### src/design/uvs_pkg.sv
package uvs_pkg;

  localparam int MAX_RINGS        = 256;
  localparam int MAX_COLUMNS      = 256;
  localparam int SINE_TABLE_DEPTH = 1024;

  // Configuration register indexes
  localparam logic [1:0] REG_LAT_COUNT = 2'd0;
  localparam logic [1:0] REG_LON_COUNT = 2'd1;
  localparam logic [1:0] REG_RADIUS    = 2'd2;

  // Reciprocal of six: exact floor(n / 6) for any 19-bit n as (n * DIV6_MUL) >> DIV6_SHIFT
  localparam logic [19:0] DIV6_MUL   = 20'd699051;
  localparam int          DIV6_SHIFT = 22;

  // Quarter-turn sine polynomial, Q30
  localparam logic [63:0] POLY_C1 = 64'd1686629713;
  localparam logic [63:0] POLY_C3 = 64'd693598343;
  localparam logic [63:0] POLY_C5 = 64'd85569306;
  localparam logic [63:0] POLY_C7 = 64'd5026994;
  localparam logic [63:0] POLY_C9 = 64'd172272;

  localparam int QSIN_DEPTH = 256;
  localparam logic [15:0] QSIN_PEAK = 16'd32768;

  typedef logic [15:0] qsin_tab_t [QSIN_DEPTH];

  // Item handed from the classifier to the datapath
  typedef struct packed {
    logic        oor;
    logic [2:0]  corner;
    logic [15:0] quad;
  } item_t;

  // Effective geometry after clamping
  typedef struct packed {
    logic [8:0]  cols;
    logic [7:0]  bands;
    logic [14:0] radius;
  } geom_t;

  function automatic qsin_tab_t build_qsin();
    qsin_tab_t   tab;
    logic [63:0] z;
    logic [63:0] u;
    logic [63:0] s;
    logic [63:0] r;
    for (int k = 0; k < QSIN_DEPTH; k++) begin
      z = 64'(k) << 22;
      u = (z * z) >> 30;
      s = POLY_C9;
      s = POLY_C7 - ((u * s) >> 30);
      s = POLY_C5 - ((u * s) >> 30);
      s = POLY_C3 - ((u * s) >> 30);
      s = POLY_C1 - ((u * s) >> 30);
      r = (z * s) >> 30;
      r = (r + 64'd16384) >> 15;
      if (r > 64'd32768) begin
        r = 64'd32768;
      end
      tab[k] = r[15:0];
    end
    return tab;
  endfunction

  localparam qsin_tab_t QSIN_TAB = build_qsin();

  // Sine of a 10-bit phase (1024 steps per turn), Q15 in [-32768, 32768]
  function automatic logic signed [16:0] phase_sine(input logic [9:0] p);
    logic [8:0]  kk;
    logic [15:0] m;
    if (p[8]) begin
      kk = 9'd256 - {1'b0, p[7:0]};
      m  = kk[8] ? QSIN_PEAK : QSIN_TAB[kk[7:0]];
    end else begin
      kk = {1'b0, p[7:0]};
      m  = QSIN_TAB[kk[7:0]];
    end
    return p[9] ? -$signed({1'b0, m}) : $signed({1'b0, m});
  endfunction

  // Q15 times Q15, rounded half away from zero
  function automatic logic signed [16:0] mul_q15(input logic signed [16:0] a,
                                                 input logic signed [16:0] b);
    logic        neg;
    logic [16:0] ma;
    logic [16:0] mb;
    logic [33:0] pr;
    logic [16:0] m;
    neg = a[16] ^ b[16];
    ma  = a[16] ? 17'(-a) : 17'(a);
    mb  = b[16] ? 17'(-b) : 17'(b);
    pr  = 34'(ma) * 34'(mb) + 34'd16384;
    m   = pr[31:15];
    return neg ? -$signed(m) : $signed(m);
  endfunction

  function automatic logic [15:0] sat16(input logic signed [16:0] v);
    if (v > 17'sd32767) begin
      return 16'h7FFF;
    end else if (v < -17'sd32768) begin
      return 16'h8000;
    end
    return v[15:0];
  endfunction

  function automatic logic corner_col(input logic [2:0] k);
    case (k)
      3'd1, 3'd2, 3'd5: return 1'b1;
      default:          return 1'b0;
    endcase
  endfunction

  function automatic logic corner_ring(input logic [2:0] k);
    case (k)
      3'd1, 3'd4, 3'd5: return 1'b1;
      default:          return 1'b0;
    endcase
  endfunction

endpackage

### src/design/uvs_queue.sv
module uvs_queue
  import uvs_pkg::*;
(
  input  logic  clk,
  input  logic  rst_n,
  input  logic  push,
  input  item_t push_item,
  output logic  full,
  input  logic  pop,
  output logic  empty,
  output item_t head
);

  localparam int DEPTH = 4;

  item_t       mem_r [DEPTH];
  logic [1:0]  wr_ptr_r;
  logic [1:0]  rd_ptr_r;
  logic [2:0]  count_r;

  assign full  = (count_r == 3'(DEPTH));
  assign empty = (count_r == 3'd0);
  assign head  = mem_r[rd_ptr_r];

  always_ff @(posedge clk) begin
    if (push) begin
      mem_r[wr_ptr_r] <= push_item;
    end
  end

  always_ff @(posedge clk) begin
    if (!rst_n) begin
      wr_ptr_r <= '0;
      rd_ptr_r <= '0;
      count_r  <= '0;
    end else begin
      if (push) begin
        wr_ptr_r <= wr_ptr_r + 2'd1;
      end
      if (pop) begin
        rd_ptr_r <= rd_ptr_r + 2'd1;
      end
      count_r <= count_r + 3'(push) - 3'(pop);
    end
  end

endmodule

### config.mk
export PLATFORM = sky130hd
export DESIGN_NAME = uvs_queue
export DESIGN_NICKNAME = d
export VERILOG_FILES = /design/src/design/uvs_pkg.sv /design/src/design/uvs_queue.sv
export SDC_FILE = /design/constraint.sdc
export NUM_CORES = 1
export LEC_CHECK = 0
export BUFFER_PORTS_ARGS = -buffer_cell sky130_fd_sc_hd__buf_2
export CORE_MARGIN = 10
export CORE_UTILIZATION = 56
export CTS_CLUSTER_DIAMETER = 30
export CTS_CLUSTER_SIZE = 30
export DETAILED_ROUTE_END_ITERATION = 12
export GPL_ROUTABILITY_DRIVEN = 0
export PLACE_DENSITY = 0.78
export SLEW_MARGIN = 10
export SYNTH_ARGS = -nofsm -noshare
export SYNTH_HDL_FRONTEND = slang
export SYNTH_SLANG_ARGS = --single-unit
export TNS_END_PERCENT = 50
### constraint.sdc
create_clock -name clk -period 1.65 [get_ports clk]
set_input_delay 0.0825 -clock clk [delete_from_list [all_inputs] [get_ports clk]]
set_output_delay 0.0825 -clock clk [all_outputs]
set_load 0.01 [all_outputs]
### Word level (Yosys, flattened, before mapping)

Memory sizes are Yosys's and may differ from the RTL's. A register that Yosys moved wholly into a read port is not among the register bits.
Cells that the tools add are included.

* add/subtract/negate cells: 4
* multiply operators: 0
* div/mod/pow operators: 0
* $lt $le $gt $ge: 0
* eq/ne operators: 1
* shift-type cells: 0
* multiplexer cells: 4
* bitwise gates (word level): 0
* reductions and logical operators: 1

Operator list (number)
* 2-bit by 1-bit adder with 2-bit output, second input constant: 2
* 2-bit 2-to-1 mux: 2
* 3-bit by 1-bit adder with 3-bit output: 1
* 3-bit equality test, second input constant: 1
* 3-bit zero test: 1
* 3-bit by 1-bit subtractor with 3-bit output: 1
* 1-bit 2-to-1 mux: 2

* flip-flop bits (word level): 7
* latch bits: 0
* memory bits (writable): 80
* bits in read-only memories: 0
* word-level logic and storage cells: 14
* memories kept: 1

Memories
* mem_r: depth 4, bits a word 20, rd ports 1, clocked after Yosys merged registers in 1, wr ports 1, line uvs_queue.sv:16 `item_t mem_r [DEPTH];`

### Longest topological paths before layout

* word-level depth: 3
* depth in mapped cells: 7

### Worst setup path after synthesis

No wires, ideal clock.

* kind: flip-flop to flip-flop
* from: reg count_r[0]
* to: reg count_r[2]
* setup time: 0.117 ns
* data arrival time: 1.392 ns
* required time: 1.533 ns
* slack: 0.141 ns
* cell stages (with the launch flop): 8
* path buffers: 0
* cells stage by stage: dfxtp_1 inv_1 ha_1 inv_1 ha_1 fa_1 xor3_1 nor2_1

* cells in the longest elaborated chain, start to end: 2

Ends and longest elaborated chain
* start: declaration: line uvs_queue.sv:19 `logic [2:0] count_r;`
* start signal: assignment: line uvs_queue.sv:43 `count_r <= count_r + 3'(push) - 3'(pop);`
* 3-bit by 1-bit adder with 3-bit output: line uvs_queue.sv:43
* 3-bit by 1-bit subtractor with 3-bit output: line uvs_queue.sv:43

No other way between the ends.
A chain may end at the register's enable or synchronous reset.

==> summary.md <==
| Metric | Value |
|---|---|
| Cell type with the highest aggregate area in the netlist | `edfxtp_1` |
| Relative max-transition margin | `0.803` |
| Final WL | `6210 um` |
| Mux share of post-synthesis cell area | `0.138` |
| Initial antenna violation count | `0` |
| Max Slew Vio Count | `0` |
| Ys flop type | `edfxtp_1` |
| Synth Warn # | `0` |
| Buffers and inverters on the worst path | `2` |
| CTS H-tree depth | `3` |
| First drt pass iteration count | `4` |
| Number of flops mapped to enable cells by yosys | `80` |
| Post-synthesis compound-gate area fraction | `0.00451` |
| Arr. time, crit path | `1.59 ns` |
| Core ar. | `5850 um2` |
| Cell variety after synth | `18` |
| R2R cell count | `6` |
| Crit path launch type | `register` |
| Setup_tns | `-0.0389 ns` |
| Ant. Diodes | `0` |
| Reg-to-reg setup timing slack | `0.06 ns` |
| Hold Crit Depth | `3` |
| Crit path max fanout | `10` |
| First-pass GRT wire length | `10,100 um` |
| GR Util met2 | `0.252` |
| Synth Area in Adders | `0.0286` |
| Largest delay share family, worst path | `multiplexers` |
| Worst slew pin tran | `0.295 ns` |
| Synth async-reset ratio | `0` |
| Layout net count | `262` |
| Top Usage Layer GRT | `met2` |
| Largest net degree at the start of global routing | `21` |
| Die area | `9430 um2` |
| Port Buf Inserts | `45` |
| Hold Path Class | `input port to register` |
| Most frequent cells in the layout | `80 x edfxtp_1, 32 x buf_2, 21 x dlygate4sd3_1` |
| CP peak stage delay | `0.54 ns` |
| CP Cell Sequence | `buf_12 > mux4_2 > buf_6` |
| Largest family of logic cells by synthesized area | `multiplexers` |
| Clk_lat worst skew | `0.34 ns` |
| Post-layout utilization of the core | `0.722` |
| Dpl hpwl | `3870 um` |
| Setup WS pre-CTS | `0.00800 ns` |
| Via count of the first global-routing pass | `1,845` |
| Worst Path Required | `1.57 ns` |
| Status | `finished with violations` |
| Post-synth top area share | `0.722` |
| Slowest library cell on the worst path | `mux4_2` |
| Synth top area cells | `edfxtp_1 72%, mux4_2 14%, dfxtp_1 5.4%` |
| R2R Path Start | `count_r[0]$_SDFF_PN0_` |
| Post-Synthesis Cell Area | `3330 um2` |
| GRT overflow | `0` |
| Failing checks | `setup timing` |
| Initial Util | `0.569` |
| Sequential area share after synthesis | `0.776` |
| Met3 Resource Use GR | `0.0441` |
| Drt wl/cell | `20.0 um` |
| Worst setup margin | `-0.0251 ns` |
| Setup CP Type | `register to output port` |
| Peak VDD IR | `0.745 mV` |
| Count of final setup violators | `3` |
| Area growth syn-to-layout | `26.9%` |
| Fin crit share | `1.02` |
| Synth Net Count | `178` |
| RR Endpoint | `count_r[1]$_SDFF_PN0_` |
| Worst Hold Endpoint | `rd_ptr_r[1]$_SDFFE_PN0P_` |
| #FFs+latches synth | `89` |
| Io pins | `46` |
| Total global-route track usage | `0.141` |
| Fin Clk Skew | `0.00602 ns` |
| Maximum clock path buffer count | `2` |
| Fmax | `0.597 GHz` |
| CP Capture Type | `output port` |
| Vias per inst | `5.40` |
| Leak | `1.51 nW` |
| Vias | `1,679` |
| Hold Fails Final Rpt | `0` |
| CTS clk-pin slew, worst paths | `0.07 ns` |
| RSZ-0062 raised after global routing | `yes` |
| Worst min-delay path startpoint | `pop` |
| Met1 Use GR | `0.151` |
| Clk root buf | `clkbuf_8` |
| Synth Area in XOR/XNOR | `0.0124` |
| Clock sinks | `89` |
| Row cnt | `28` |
| Post-Synth Simple-Gate Area | `0.0226` |
| TritonCTS clock tree | `yes` |
| Postcts setup bufs | `0` |
| Die Wd | `97.1 um` |
| Mean post-synth cell area | `22.6 um2` |
| Share of cells above drive strength 1 | `0.398` |
| Post-Syn Instances | `147` |
| Inserted Clock Buffers | `9` |
| DRT iter0 DRCs | `109` |
| Routed Antenna Nets | `0` |
| Leading cell type in the layout, fill and taps excluded | `edfxtp_1` |
| Die Y | `97.1 um` |
| DRC | `0` |
| Max_cap viols | `0` |
| Final worst path period need | `1.68 ns` |
| Pwr Density | `1110 nW/um2` |
## flip-flops by register name, indices dropped and copies added, names as in the netlist, named ones only
| signal | count |
|---|---|
| rd_ptr_r | 2 |
| count_r | 3 |
| mem_r | 80 |
| wr_ptr_r | 2 |
## per-layer routing
layer / up-vias / part of all wire
met4: 0 / 0.021
met2: 52 / 0.55
met3: 12 / 0.058
met1: 861 / 0.37
li1: 754 / -
met5: - / 0
## power by group
group / internal, mW / switching (mW)
registers: 2.59 / 0.0522
clock network: 0.683 / 0.650
logic: 0.404 / 0.314
total: 3.67 / 1.02
## final cells by class
class / instances / area (um2)
flip-flops and latches: 89 / 2590
fillers: 319 / 1630
multi-input cells: 47 / 707
repair buffers: 77 / 632
clock buffers: 11 / 131
well taps: 75 / 93.8
clock inverters: 5 / 46.3
inverters: 7 / 26.3
## cell families (layout without fill, tap and decap cells)
| group | Yosys count | count (layout) |
|---|---|---|
| xor gates and xnor gates | 3 | 3 |
| adders and majority gates | 7 | 7 |
| and+or+nand+nor | 14 | 14 |
| DFF | 89 | 89 |
| buffers and inverters | 11 | 100 |
| muxes | 21 | 21 |
| AOI/OAI and AO/OA | 2 | 2 |
## how the worst max path moves through the flow
stage                          start                    end  cells after the start
4_1_cts                     register               head[10]                      3
3_3_place_gp   count_r[0]$_SDFF_PN0_  count_r[2]$_SDFF_PN0_                      7
2_1_floorplan  count_r[0]$_SDFF_PN0_  count_r[2]$_SDFF_PN0_                      7
3_5_place_dp   count_r[0]$_SDFF_PN0_  count_r[2]$_SDFF_PN0_                      7
5_1_grt                     register                head[2]                      3
6_report                    register                head[2]                      3
## repair_timing
| item | in CTS | in global routing |
|---|---|---|
| hold buffers | 21 | 0 |
| setup endpoints to repair | 22 | 22 |
| gates cloned | 1 | 0 |
| endpoints found under the hold margin | 82 | 0 |
| gates resized for setup | 12 | 9 |
## cells in the mapped netlist, types with 2 or more instances
cell	instances
buf_6	2
edfxtp_1	80
xnor2_1	2
inv_1	7
and2_1	6
mux4_2	20
ha_1	6
nor2_1	5
buf_2	2
dfxtp_1	9
## worst reg2reg max path, stage by stage, from the launching register on
cell	delay, ns
dfxtp_2	0.33
inv_1	0.07
ha_4	0.26
inv_1	0.04
ha_2	0.18
fa_2	0.52
and2_4	0.14
## through the flow
stage               area, um2  hold WS (ns)  instances  power (mW)
finish                   4220        0.0947        311        4.69
global route             4220        0.0933        311        4.90
CTS                      4170        0.0645        311        4.69
detailed placement       3700         0.297        273        3.27
global placement         3700         0.292        273        3.23
floorplan                3330         0.181        147        3.03
Power figures use the tool's default switching activity.
