`config.mk`:
```
export PLATFORM = sky130hd
export DESIGN_NAME = uvs_front
export DESIGN_NICKNAME = d
export VERILOG_FILES = /design/src/design/uvs_pkg.sv /design/src/design/uvs_front.sv
export SDC_FILE = /design/constraint.sdc
export NUM_CORES = 1
export LEC_CHECK = 0
export ABC_AREA = 0
export ABC_CLOCK_PERIOD_IN_PS = 8500
export BUFFER_PORTS_ARGS = -buffer_cell sky130_fd_sc_hd__clkbuf_2
export CAP_MARGIN = 15
export CORE_UTILIZATION = 30
export DETAILED_ROUTE_END_ITERATION = 10
export GPL_ROUTABILITY_DRIVEN = 1
export MAX_ROUTING_LAYER = met4
export PLACE_DENSITY = 0.55
export REMOVE_ABC_BUFFERS = 1
export SYNTH_ARGS = -nofsm -noshare
export SYNTH_HDL_FRONTEND = slang
export SYNTH_SLANG_ARGS = --single-unit
```
`constraint.sdc`:
```
create_clock -name vclk -period 8.5
set_input_delay 0.85 -clock vclk [all_inputs]
set_output_delay 0.85 -clock vclk [all_outputs]
set_load 0.01 [all_outputs]
```
`src/design/uvs_pkg.sv`:
```
package uvs_pkg;

  localparam int MAX_RINGS        = 256;
  localparam int MAX_COLUMNS      = 256;
  localparam int SINE_TABLE_DEPTH = 1024;

  // Configuration register indexes
  localparam logic [1:0] REG_LAT_COUNT = 2'd0;
  localparam logic [1:0] REG_LON_COUNT = 2'd1;
  localparam logic [1:0] REG_RADIUS    = 2'd2;

  // Reciprocal of six: exact floor(n / 6) for any 19-bit n as (n * DIV6_MUL) >> DIV6_SHIFT
  localparam logic [19:0] DIV6_MUL   = 20'd699051;
  localparam int          DIV6_SHIFT = 22;

  // Quarter-turn sine polynomial, Q30
  localparam logic [63:0] POLY_C1 = 64'd1686629713;
  localparam logic [63:0] POLY_C3 = 64'd693598343;
  localparam logic [63:0] POLY_C5 = 64'd85569306;
  localparam logic [63:0] POLY_C7 = 64'd5026994;
  localparam logic [63:0] POLY_C9 = 64'd172272;

  localparam int QSIN_DEPTH = 256;
  localparam logic [15:0] QSIN_PEAK = 16'd32768;

  typedef logic [15:0] qsin_tab_t [QSIN_DEPTH];

  // Item handed from the classifier to the datapath
  typedef struct packed {
    logic        oor;
    logic [2:0]  corner;
    logic [15:0] quad;
  } item_t;

  // Effective geometry after clamping
  typedef struct packed {
    logic [8:0]  cols;
    logic [7:0]  bands;
    logic [14:0] radius;
  } geom_t;

  function automatic qsin_tab_t build_qsin();
    qsin_tab_t   tab;
    logic [63:0] z;
    logic [63:0] u;
    logic [63:0] s;
    logic [63:0] r;
    for (int k = 0; k < QSIN_DEPTH; k++) begin
      z = 64'(k) << 22;
      u = (z * z) >> 30;
      s = POLY_C9;
      s = POLY_C7 - ((u * s) >> 30);
      s = POLY_C5 - ((u * s) >> 30);
      s = POLY_C3 - ((u * s) >> 30);
      s = POLY_C1 - ((u * s) >> 30);
      r = (z * s) >> 30;
      r = (r + 64'd16384) >> 15;
      if (r > 64'd32768) begin
        r = 64'd32768;
      end
      tab[k] = r[15:0];
    end
    return tab;
  endfunction

  localparam qsin_tab_t QSIN_TAB = build_qsin();

  // Sine of a 10-bit phase (1024 steps per turn), Q15 in [-32768, 32768]
  function automatic logic signed [16:0] phase_sine(input logic [9:0] p);
    logic [8:0]  kk;
    logic [15:0] m;
    if (p[8]) begin
      kk = 9'd256 - {1'b0, p[7:0]};
      m  = kk[8] ? QSIN_PEAK : QSIN_TAB[kk[7:0]];
    end else begin
      kk = {1'b0, p[7:0]};
      m  = QSIN_TAB[kk[7:0]];
    end
    return p[9] ? -$signed({1'b0, m}) : $signed({1'b0, m});
  endfunction

  // Q15 times Q15, rounded half away from zero
  function automatic logic signed [16:0] mul_q15(input logic signed [16:0] a,
                                                 input logic signed [16:0] b);
    logic        neg;
    logic [16:0] ma;
    logic [16:0] mb;
    logic [33:0] pr;
    logic [16:0] m;
    neg = a[16] ^ b[16];
    ma  = a[16] ? 17'(-a) : 17'(a);
    mb  = b[16] ? 17'(-b) : 17'(b);
    pr  = 34'(ma) * 34'(mb) + 34'd16384;
    m   = pr[31:15];
    return neg ? -$signed(m) : $signed(m);
  endfunction

  function automatic logic [15:0] sat16(input logic signed [16:0] v);
    if (v > 17'sd32767) begin
      return 16'h7FFF;
    end else if (v < -17'sd32768) begin
      return 16'h8000;
    end
    return v[15:0];
  endfunction

  function automatic logic corner_col(input logic [2:0] k);
    case (k)
      3'd1, 3'd2, 3'd5: return 1'b1;
      default:          return 1'b0;
    endcase
  endfunction

  function automatic logic corner_ring(input logic [2:0] k);
    case (k)
      3'd1, 3'd4, 3'd5: return 1'b1;
      default:          return 1'b0;
    endcase
  endfunction

endpackage

```
`src/design/uvs_front.sv`:
```
module uvs_front
  import uvs_pkg::*;
(
  input  logic [18:0] vertex_number,
  input  logic [18:0] limit,
  output item_t       item
);

  logic [38:0] prod;
  logic [16:0] quad;
  logic [19:0] rem;

  // Split into quad and corner, flag numbers past the vertex count
  always_comb begin
    prod        = 39'(vertex_number) * 39'(DIV6_MUL);
    quad        = prod[38:DIV6_SHIFT];
    rem         = 20'(vertex_number) - {1'b0, quad, 2'b00} - {2'b00, quad, 1'b0};
    item.oor    = (vertex_number >= limit);
    item.corner = rem[2:0];
    item.quad   = quad[15:0];
  end

endmodule

```
After elaboration in Yosys (flattened, before gate mapping)
Index checks and enable logic that the tools add are counted.
W data, S select, Z words.
Storage, ports and cells
  register bits: 0
  output and inout port bits: 20
  bits of input ports: 38
  logic and storage cells: 4
Operators by class
  add/subtract/negate cells: 2
  order comparisons: 1
  $mul: 1
Operators with widths (count)
  $mul A19 B20 Y38 const B: 1
  $ge A19 B19 Y1: 1
  $sub A3 B3 Y3: 2

Longest topological paths before layout
Gate-level depths: netlist of the first run.
  depth after elaboration: 3
  mapped depth: 24
  gate-level depth less buffers: 24

Worst setup path before layout of the first run
OpenSTA, ideal clock, no wires.
  kind: input -> output
  start: in vertex_number[4]
  end: out item[18] in the netlist's numbering
  path buffers: 0
  data arrival time: 6.194 ns
  stages on the path: 22
  required time: 7.650 ns
  slack: 1.456 ns
  path through: ha_1 -> inv_1 -> fa_1 -> fa_1 -> fa_1 -> inv_1 -> fa_1 -> inv_1 -> fa_1 -> inv_1 -> ha_1 -> a2111oi_0 -> o21ai_0 -> o21ai_0 -> o21ai_0 -> a31oi_1 -> o41ai_1 -> xor2_1 -> ha_1 -> xor2_1 -> xnor2_1 -> xnor2_1
RTL lines
  start: declaration: RTL line uvs_front.sv:4  | input logic [18:0] vertex_number,
  end: declaration: RTL line uvs_front.sv:6  | output item_t item

==> impl_results.rst, run 1 <==
.. list-table::
   :header-rows: 1

   * - Metric
     - Value
   * - DRC Markers
     - 0
   * - Number of setup violations in the final report
     - 0
   * - Antenna viol nets, final
     - 0
   * - Largest stage delay on the critical path
     - 650 ps
   * - Die area
     - 19,800 um2
   * - Crit path kind
     - input port to output port
   * - Gr ovfl total
     - 0
   * - Yosys warnings
     - 0
   * - Finished layout cell area
     - 6350 um2
   * - Summed instance area of the synthesized netlist
     - 5770 um2
   * - Clock Buffer Count
     - 0
   * - Hold Path Class
     - input port to output port
   * - Routed length on met3
     - 123 um
   * - Number of detailed-routing iterations run before antenna repair
     - 4
   * - Highest metal layer with signal wires
     - met4
   * - Cells after DPL
     - 906
   * - Antenna fix cells
     - 0
   * - Endpoint of the worst hold-timing path
     - item[16]
   * - Stages on the worst setup path
     - 24
   * - Number of antenna violations at the first check in global routing
     - 0
   * - Unrepaired setup endpoints after global routing
     - false
   * - Ports placed on the boundary
     - 58
   * - Cell count after synthesis
     - 614
   * - Area growth, synth to finish
     - 10.1%
   * - Cts-stage hold buffer count
     - 0
   * - Sum of met2 wire segment lengths after detailed routing
     - 5.59 mm
   * - Die W
     - 141 um
   * - Vias per cell
     - 4.43
   * - Clock period minus worst slack
     - 7690 ps
   * - Initial Util
     - 0.307
   * - Die outline height
     - 141 um
   * - Largest delay contributor family on the critical path
     - adder cells
   * - Number of fill cells
     - 1,964
   * - I/O Buffers
     - 58
   * - Startpoint Class
     - input port
   * - Portion of synthesized cell area occupied by the leading cell type
     - 0.347
   * - Avg Inst Size Synth
     - 9.39 um2
   * - Part of the Yosys area used for sequential elements
     - 0
   * - Timing-limited maximum frequency
     - 0.130 GHz
   * - Most frequent cell after synthesis
     - inv_1
   * - Pin count of the biggest net entering global routing
     - 7
   * - Number of cells upsized or downsized after cts
     - 0
   * - Crit path max fanout
     - 4
   * - Tcrit/Tclk final
     - 0.905
   * - Measured slew at the worst slew-check pin
     - 464 ps
   * - Synth area leaders
     - fa_1 35%, ha_1 33%, inv_1 13%
   * - Start point of the worst hold path
     - vertex_number[1]
   * - Final-stage net count
     - 964
   * - Iteration-0 DRC Markers
     - 139
   * - Via Count
     - 4,017
   * - Kind of capture point of the worst setup path
     - output port
   * - Number of cells on the worst hold path
     - 3
   * - Setup Buffers After CTS
     - 0
   * - Number of flip-flops and latches
     - 0
   * - Met1 WL
     - 5.96 mm
   * - Sequence of cells on the critical path
     - clkbuf_2 -> ha_1 -> inv_1 -> fa_1 -> fa_1 -> fa_1 -> inv_1 -> fa_1 -> inv_1 -> fa_1 -> inv_1 -> ha_1 -> a2111oi_0 -> o21ai_0 -> o21ai_0 -> o21ai_0 -> a31oi_1 -> o41ai_1 -> xor2_1 -> ha_1 -> xor2_1 -> xnor2_1 -> xnor2_1 -> clkbuf_2
   * - Register cell area after layout
     - 0 um2
   * - Count of cell types in the netlist
     - 49
   * - Core region area
     - 18,800 um2
   * - Placer congestion estimate
     - 0.802
   * - Most Frequent Cell on Critical Path
     - fa_1
   * - Fin. max-slew vios
     - 0
   * - Arrival time of the worst setup path
     - 6840 ps
   * - Outcome
     - completed
   * - Sum of negative setup slack
     - 0 ps
   * - Critical Path Slowest Stage Cell
     - fa_1
   * - Total placed instance area
     - 6350 um2
   * - CP Data Required Time
     - 7650 ps
   * - Final hold violation count
     - 0
   * - Total wire length
     - 11.7 mm
   * - Commonest cells in the synthesized netlist
     - 196 x inv_1, 152 x ha_1, 100 x fa_1, 21 x a21oi_1, 16 x nor2_1
   * - Average detailed-routed wire length per instance
     - 12.9 um
   * - HPWL after detailed placement
     - 11.2 mm
   * - MaxCap Viol Count
     - 0
   * - Total Routing Usage GR
     - 0.131
   * - Headroom to the max-slew limit
     - 0.688
   * - Via count of the first global-routing pass
     - 4,176
   * - Share of final-layout standard cells stronger than drive strength 1
     - 0.110
   * - Number of cell rows
     - 50
   * - Count of non-filler cells in the finished layout
     - 906
   * - Dominant cell type by area after synthesis
     - fa_1
   * - Wire length of the first global-routing pass
     - 20.5 mm
   * - Number of buffer and inverter instances along the worst setup path
     - 6
## cell usage in the layout, fill, tap and decap left out, types with 3 or more instances in the layout
cell type,instances
inv_1,196
xor2_1,6
a21oi_1,21
nor3_1,4
clkbuf_2,58
ha_1,152
fa_1,100
a211oi_1,4
nand2b_1,3
nand2_1,14
a21o_1,5
o211ai_1,4
nor2b_1,3
o21a_1,4
and3_1,3
nand3_1,8
and4_1,3
nand4_1,5
o21ai_0,14
xnor2_1,15
nor2_1,16
## logic make-up (layout without fill, tap and decap cells)
group	Yosys count	after routing	share of synthesized area
fa+ha+maj	252	252	0.677
compound gates	78	78	0.103
xor+xnor	21	21	0.0319
mux	1	1	0.00174
buf+inv	196	254	0.128
simple gates	66	66	0.0586
## routing by layer
metal / global-route usage / vias up
li1: - / 2084
met1: 0.190 / 1895
met2: 0.217 / 36
met3: 0.00170 / 2
met4: 0.00172 / 0
met5: - / -
## worst max-delay path by stage
stage / start / end / slack [ps]
global route: vertex_number[15] / item[15] / 360
detailed placement: vertex_number[9] / item[18] / 750
CTS: vertex_number[9] / item[18] / 710
floorplan: vertex_number[4] / item[18] / 1460
finish: vertex_number[9] / item[18] / 810
global placement: vertex_number[9] / item[18] / 820
## worst min-delay path: stages
cell,delay [ps]
clkbuf_2,170
xnor2_1,80
clkbuf_2,120
## per-stage QoR
step,setup WS [ps],hold WS (ps),utilization
CTS,713,2070,0.338
global route,358,2110,0.338
floorplan,1460,1780,-
global placement,823,2070,0.338
finish,807,2070,0.338
detailed placement,752,2070,0.338
## final cells by class
class | count | area [um2] | share of cell area
inverters | 196 | 736 | 0.116
repair buffers | 58 | 290 | 0.0457
well taps | 234 | 293 | 0.0461
multi-input cells | 418 | 5030 | 0.792
Power of run 1 is not shown: default switching activity piles up to over one toggle a cycle in this logic, so the estimate is an artifact.
==> run 2, diff against run 1 <==
--- a/config.mk
+++ b/config.mk
@@ -9,11 +9,13 @@
 export ABC_CLOCK_PERIOD_IN_PS = 8500
 export BUFFER_PORTS_ARGS = -buffer_cell sky130_fd_sc_hd__clkbuf_2
 export CAP_MARGIN = 15
+export CELL_PAD_IN_SITES_DETAIL_PLACEMENT = 1
+export CELL_PAD_IN_SITES_GLOBAL_PLACEMENT = 1
 export CORE_UTILIZATION = 30
 export DETAILED_ROUTE_END_ITERATION = 10
 export GPL_ROUTABILITY_DRIVEN = 1
 export MAX_ROUTING_LAYER = met4
-export PLACE_DENSITY = 0.55
+export PLACE_DENSITY = 0.65
 export REMOVE_ABC_BUFFERS = 1
 export SYNTH_ARGS = -nofsm -noshare
 export SYNTH_HDL_FRONTEND = slang
==> run 2 against run 1 <==
Compared with the run above: sequential cell count unchanged; sequential share of layout area unchanged; critical path depth unchanged; fmax is 0.53% lower; setup slack got worse by 41 ps; non-clock buffer count is the same; final area about the same; clock-buffer cell count is the same; global-route usage increased by 1.8 points; routed wire length rose by 12%.
==> impl_results.rst, run 2 (synthesis gave the netlist of run 1 again) <==
.. list-table::
   :header-rows: 1

   * - Metric
     - Value
   * - Arrival time of the worst setup path
     - 6880 ps (was 6840 ps)
   * - Iteration-0 DRC Markers
     - 74 (was 139)
   * - Most Frequent Cell on Critical Path
     - fa_1 (unchanged)
   * - Final hold violation count
     - 0 (unchanged)
   * - Cts-stage hold buffer count
     - 0 (unchanged)
   * - Timing-limited maximum frequency
     - 0.129 GHz (was 0.130 GHz)
   * - Fin. max-slew vios
     - 0 (unchanged)
   * - Startpoint Class
     - input port (unchanged)
   * - Wire length of the first global-routing pass
     - 23.4 mm (was 20.5 mm)
   * - Gr ovfl total
     - 0 (unchanged)
   * - Largest delay contributor family on the critical path
     - adder cells (unchanged)
   * - MaxCap Viol Count
     - 0 (unchanged)
   * - Clock Buffer Count
     - 0 (unchanged)
   * - Placer congestion estimate
     - 0.787 (was 0.802)
   * - Register cell area after layout
     - 0 um2 (unchanged)
   * - Total Routing Usage GR
     - 0.150 (was 0.131)
   * - Total placed instance area
     - 6350 um2 (unchanged)
   * - Area growth, synth to finish
     - 10.2% (was 10.1%)
   * - Via count of the first global-routing pass
     - 4,725 (was 4,176)
   * - Core region area
     - 18,800 um2 (unchanged)
   * - Antenna viol nets, final
     - 0 (unchanged)
   * - Outcome
     - completed (unchanged)
   * - Pin count of the biggest net entering global routing
     - 7 (unchanged)
   * - Number of fill cells
     - 2,208 (was 1,964)
   * - Clock period minus worst slack
     - 7730 ps (was 7690 ps)
   * - Final-stage net count
     - 964 (unchanged)
   * - DRC Markers
     - 0 (unchanged)
   * - Number of setup violations in the final report
     - 0 (unchanged)
   * - Tcrit/Tclk final
     - 0.910 (was 0.905)
   * - Crit path max fanout
     - 4 (unchanged)
   * - Number of cells on the worst hold path
     - 3 (unchanged)
   * - HPWL after detailed placement
     - 12.6 mm (was 11.2 mm)
   * - Number of flip-flops and latches
     - 0 (unchanged)
   * - Ports placed on the boundary
     - 58 (unchanged)
   * - Setup Buffers After CTS
     - 0 (unchanged)
   * - Share of final-layout standard cells stronger than drive strength 1
     - 0.110 (unchanged)
   * - Vias per cell
     - 4.58 (was 4.43)
   * - Average detailed-routed wire length per instance
     - 14.5 um (was 12.9 um)
   * - Number of detailed-routing iterations run before antenna repair
     - 4 (unchanged)
   * - Finished layout cell area
     - 6350 um2 (about the same)
   * - Endpoint of the worst hold-timing path
     - item[16] (unchanged)
   * - Number of antenna violations at the first check in global routing
     - 1 (was 0)
   * - Number of cells upsized or downsized after cts
     - 0 (unchanged)
   * - Sequence of cells on the critical path
     - clkbuf_2 -> ha_1 -> inv_1 -> fa_1 -> fa_1 -> fa_1 -> inv_1 -> fa_1 -> inv_1 -> fa_1 -> inv_1 -> ha_1 -> a2111oi_0 -> o21ai_0 -> o21ai_0 -> o21ai_0 -> a31oi_1 -> o41ai_1 -> xor2_1 -> ha_1 -> xor2_1 -> xnor2_1 -> xnor2_1 -> clkbuf_2 (unchanged)
   * - Hold Path Class
     - input port to output port (unchanged)
   * - Measured slew at the worst slew-check pin
     - 479 ps (was 464 ps)
   * - Commonest cells after routing, fill and taps aside
     - 196 x inv_1, 152 x ha_1, 100 x fa_1 (unchanged)
   * - Number of cell rows
     - 50 (unchanged)
   * - Total wire length
     - 13.1 mm (was 11.7 mm)
   * - Commonest non-fill, non-tap cell in the layout
     - inv_1 (unchanged)
   * - Final hold slack
     - 2090 ps (was 2070 ps)
   * - Number of buffer and inverter instances along the worst setup path
     - 6 (unchanged)
   * - Crit path kind
     - input port to output port (unchanged)
   * - Headroom to the max-slew limit
     - 0.681 (was 0.688)
   * - Critical Path Slowest Stage Cell
     - fa_1 (unchanged)
   * - I/O Buffers
     - 58 (unchanged)
   * - Initial Util
     - 0.307 (unchanged)
   * - CP Data Required Time
     - 7650 ps (about the same)
   * - Largest stage delay on the critical path
     - 650 ps (about the same)
   * - Kind of capture point of the worst setup path
     - output port (unchanged)
   * - Via Count
     - 4,157 (was 4,017)
   * - Die outline height
     - 141 um (unchanged)
   * - Die area
     - 19,800 um2 (unchanged)
   * - Sum of negative setup slack
     - 0 ps (unchanged)
   * - Unrepaired setup endpoints after global routing
     - false (unchanged)
   * - Start point of the worst hold path
     - vertex_number[1] (unchanged)
   * - Critical path launch point
     - vertex_number[9] (unchanged)
   * - Die W
     - 141 um (unchanged)
-- run 2: cell types whose count changed in the layout (fill, tap and decap cells not counted), sizes merged --
cell	change
diode	+1
-- run 2: layer usage --
layer	wire, um	track usage
met5	0	-
met4	44	0.00915
met3	127	0.00102
met2	6490	0.255
met1	6460	0.209
-- run 2: per-stage QoR --
stage,util,instances,setup slack (ps)
5_1_grt,0.338,907,177
3_3_place_gp,0.338,906,804
4_1_cts,0.338,906,653
3_5_place_dp,0.338,906,684
6_report,0.338,907,765
2_1_floorplan,-,614,1460
-- run 2: how the worst max path moves through the flow --
stage                to  slack (ps)  cells past startpoint
2_1_floorplan  item[18]        1460                     22
3_3_place_gp   item[18]         800                     24
3_5_place_dp   item[18]         680                     24
4_1_cts        item[18]         650                     24
5_1_grt        item[18]         180                     24
6_report       item[18]         770                     24
-- run 2: area by class of cell --
type | instances | area, um2 | area share
Antenna cell | 1 | 2.50 | 0.000394
Inverter | 196 | 736 | 0.116
Multi-Input combinational cell | 418 | 5030 | 0.792
Tap cell | 234 | 293 | 0.0461
Timing Repair Buffer | 58 | 290 | 0.0457
Power of run 2 is left out for the same reason.
==> run 3, diff against run 2 <==
--- a/config.mk
+++ b/config.mk
@@ -14,6 +14,7 @@
 export CORE_UTILIZATION = 30
 export DETAILED_ROUTE_END_ITERATION = 10
 export GPL_ROUTABILITY_DRIVEN = 1
+export GPL_TIMING_DRIVEN = 0
 export MAX_ROUTING_LAYER = met4
 export PLACE_DENSITY = 0.65
 export REMOVE_ABC_BUFFERS = 1
==> run 3 against run 2 <==
Compared with the run above: critical path depth is the same; routed wire length fell by 1.9%; global-route usage decreased by 0.35 points; sequential cell count unchanged; utilization barely moved; critical path type unchanged.
==> impl_results.rst, run 3 (synthesis gave the netlist of run 1 again) <==
.. list-table::
   :header-rows: 1

   * - Metric
     - Value
   * - Number of buffer and inverter instances along the worst setup path
     - 6 (unchanged)
   * - Crit path kind
     - input port to output port (unchanged)
   * - CP Data Required Time
     - 7650 ps (about the same)
   * - Unrepaired setup endpoints after global routing
     - false (unchanged)
   * - Sum of negative setup slack
     - 0 ps (unchanged)
   * - Arrival time of the worst setup path
     - 7120 ps (was 6880 ps)
   * - Timing-limited maximum frequency
     - 0.126 GHz (was 0.129 GHz)
   * - Clock Buffer Count
     - 0 (unchanged)
   * - Measured slew at the worst slew-check pin
     - 461 ps (was 479 ps)
   * - Largest delay contributor family on the critical path
     - adder cells (unchanged)
   * - Total wire length
     - 12.9 mm (was 13.1 mm)
   * - Outcome
     - completed (unchanged)
   * - Die W
     - 141 um (unchanged)
   * - Gr ovfl total
     - 0 (unchanged)
   * - Vias per cell
     - 4.61 (was 4.58)
   * - Number of setup violations in the final report
     - 0 (unchanged)
   * - Hold Path Class
     - input port to output port (unchanged)
   * - DRC Markers
     - 0 (unchanged)
   * - Share of final-layout standard cells stronger than drive strength 1
     - 0.110 (unchanged)
   * - Post-route core utilization
     - 0.338 (about the same)
   * - Number of cells upsized or downsized after cts
     - 0 (unchanged)
   * - Initial Util
     - 0.307 (unchanged)
   * - Wire length of the first global-routing pass
     - 22.8 mm (was 23.4 mm)
   * - Iteration-0 DRC Markers
     - 93 (was 74)
   * - Number of flip-flops and latches
     - 0 (unchanged)
   * - Commonest cells after routing, fill and taps aside
     - 196 x inv_1, 152 x ha_1, 100 x fa_1 (unchanged)
   * - Critical Path Slowest Stage Cell
     - fa_1 (unchanged)
   * - Die outline height
     - 141 um (unchanged)
   * - Die area
     - 19,800 um2 (unchanged)
   * - Clock period minus worst slack
     - 7970 ps (was 7730 ps)
   * - Core region area
     - 18,800 um2 (unchanged)
   * - Largest stage delay on the critical path
     - 670 ps (was 650 ps)
   * - HPWL after detailed placement
     - 12.5 mm (was 12.6 mm)
   * - Crit path max fanout
     - 4 (unchanged)
   * - Tcrit/Tclk final
     - 0.937 (was 0.910)
   * - Startpoint Class
     - input port (unchanged)
   * - Average detailed-routed wire length per instance
     - 14.2 um (was 14.5 um)
   * - Number of cell rows
     - 50 (unchanged)
   * - Number of antenna violations at the first check in global routing
     - 0 (was 1)
   * - I/O Buffers
     - 58 (unchanged)
   * - Ports placed on the boundary
     - 58 (unchanged)
   * - Cts-stage hold buffer count
     - 0 (unchanged)
   * - Final-stage net count
     - 964 (unchanged)
   * - MaxCap Viol Count
     - 0 (unchanged)
   * - Sequence of cells on the critical path
     - clkbuf_2 -> ha_1 -> inv_1 -> fa_1 -> fa_1 -> fa_1 -> inv_1 -> fa_1 -> inv_1 -> fa_1 -> inv_1 -> ha_1 -> a2111oi_0 -> o21ai_0 -> o21ai_0 -> o21ai_0 -> a31oi_1 -> o41ai_1 -> xor2_1 -> ha_1 -> xor2_1 -> xnor2_1 -> xnor2_1 -> clkbuf_2 (unchanged)
   * - Number of detailed-routing iterations run before antenna repair
     - 4 (unchanged)
   * - Pin count of the biggest net entering global routing
     - 7 (unchanged)
   * - Kind of capture point of the worst setup path
     - output port (unchanged)
   * - Via Count
     - 4,176 (was 4,157)
   * - Commonest non-fill, non-tap cell in the layout
     - inv_1 (unchanged)
   * - Setup Buffers After CTS
     - 0 (unchanged)
   * - Antenna viol nets, final
     - 0 (unchanged)
   * - Via count of the first global-routing pass
     - 4,692 (was 4,725)
   * - Fin. max-slew vios
     - 0 (unchanged)
   * - Final hold violation count
     - 0 (unchanged)
   * - Most Frequent Cell on Critical Path
     - fa_1 (unchanged)
   * - Headroom to the max-slew limit
     - 0.693 (was 0.681)
   * - Total Routing Usage GR
     - 0.146 (was 0.150)
   * - Antenna fix cells
     - 0 (was 1)
   * - Register cell area after layout
     - 0 um2 (unchanged)
   * - Placer congestion estimate
     - 0.802 (was 0.787)
   * - Area growth, synth to finish
     - 10.1% (was 10.2%)
[run 3: worst min-delay path: stages]
cell	delay, ps
clkbuf_2	180
xnor2_1	80
clkbuf_2	120
[run 3: metal layers]
metal,share of wire,GRT usage,vias up
li1,-,-,2084
met1,0.48,0.196,2051
met2,0.50,0.257,37
met3,0.017,0.00543,4
met4,0.0041,0.00686,0
met5,0,-,-
[run 3: worst paths after layout]
check	start	end	slack, ps	depth (start not counted)
hold / removal	vertex_number[1]	item[16]	2080	3
setup / recovery	vertex_number[6]	item[18]	530	24
[run 3: area by class of cell]
type | instances | area, um2
fillers | 2227 | 12400
well taps | 234 | 293
repair buffers | 58 | 290
multi-input cells | 418 | 5030
inverters | 196 | 736
[run 3: through the flow]
step | worst slack, ps | cells | hold slack [ps] | cell area, um2
after floorplan | 1460 | 614 | 1780 | 5770
after global placement | 546 | 906 | 2080 | 6350
after detailed placement | 439 | 906 | 2090 | 6350
after CTS | 409 | 906 | 2090 | 6350
after global routing | 46.9 | 906 | 2130 | 6350
final | 533 | 906 | 2080 | 6350
Power of run 3 is left out for the same reason.
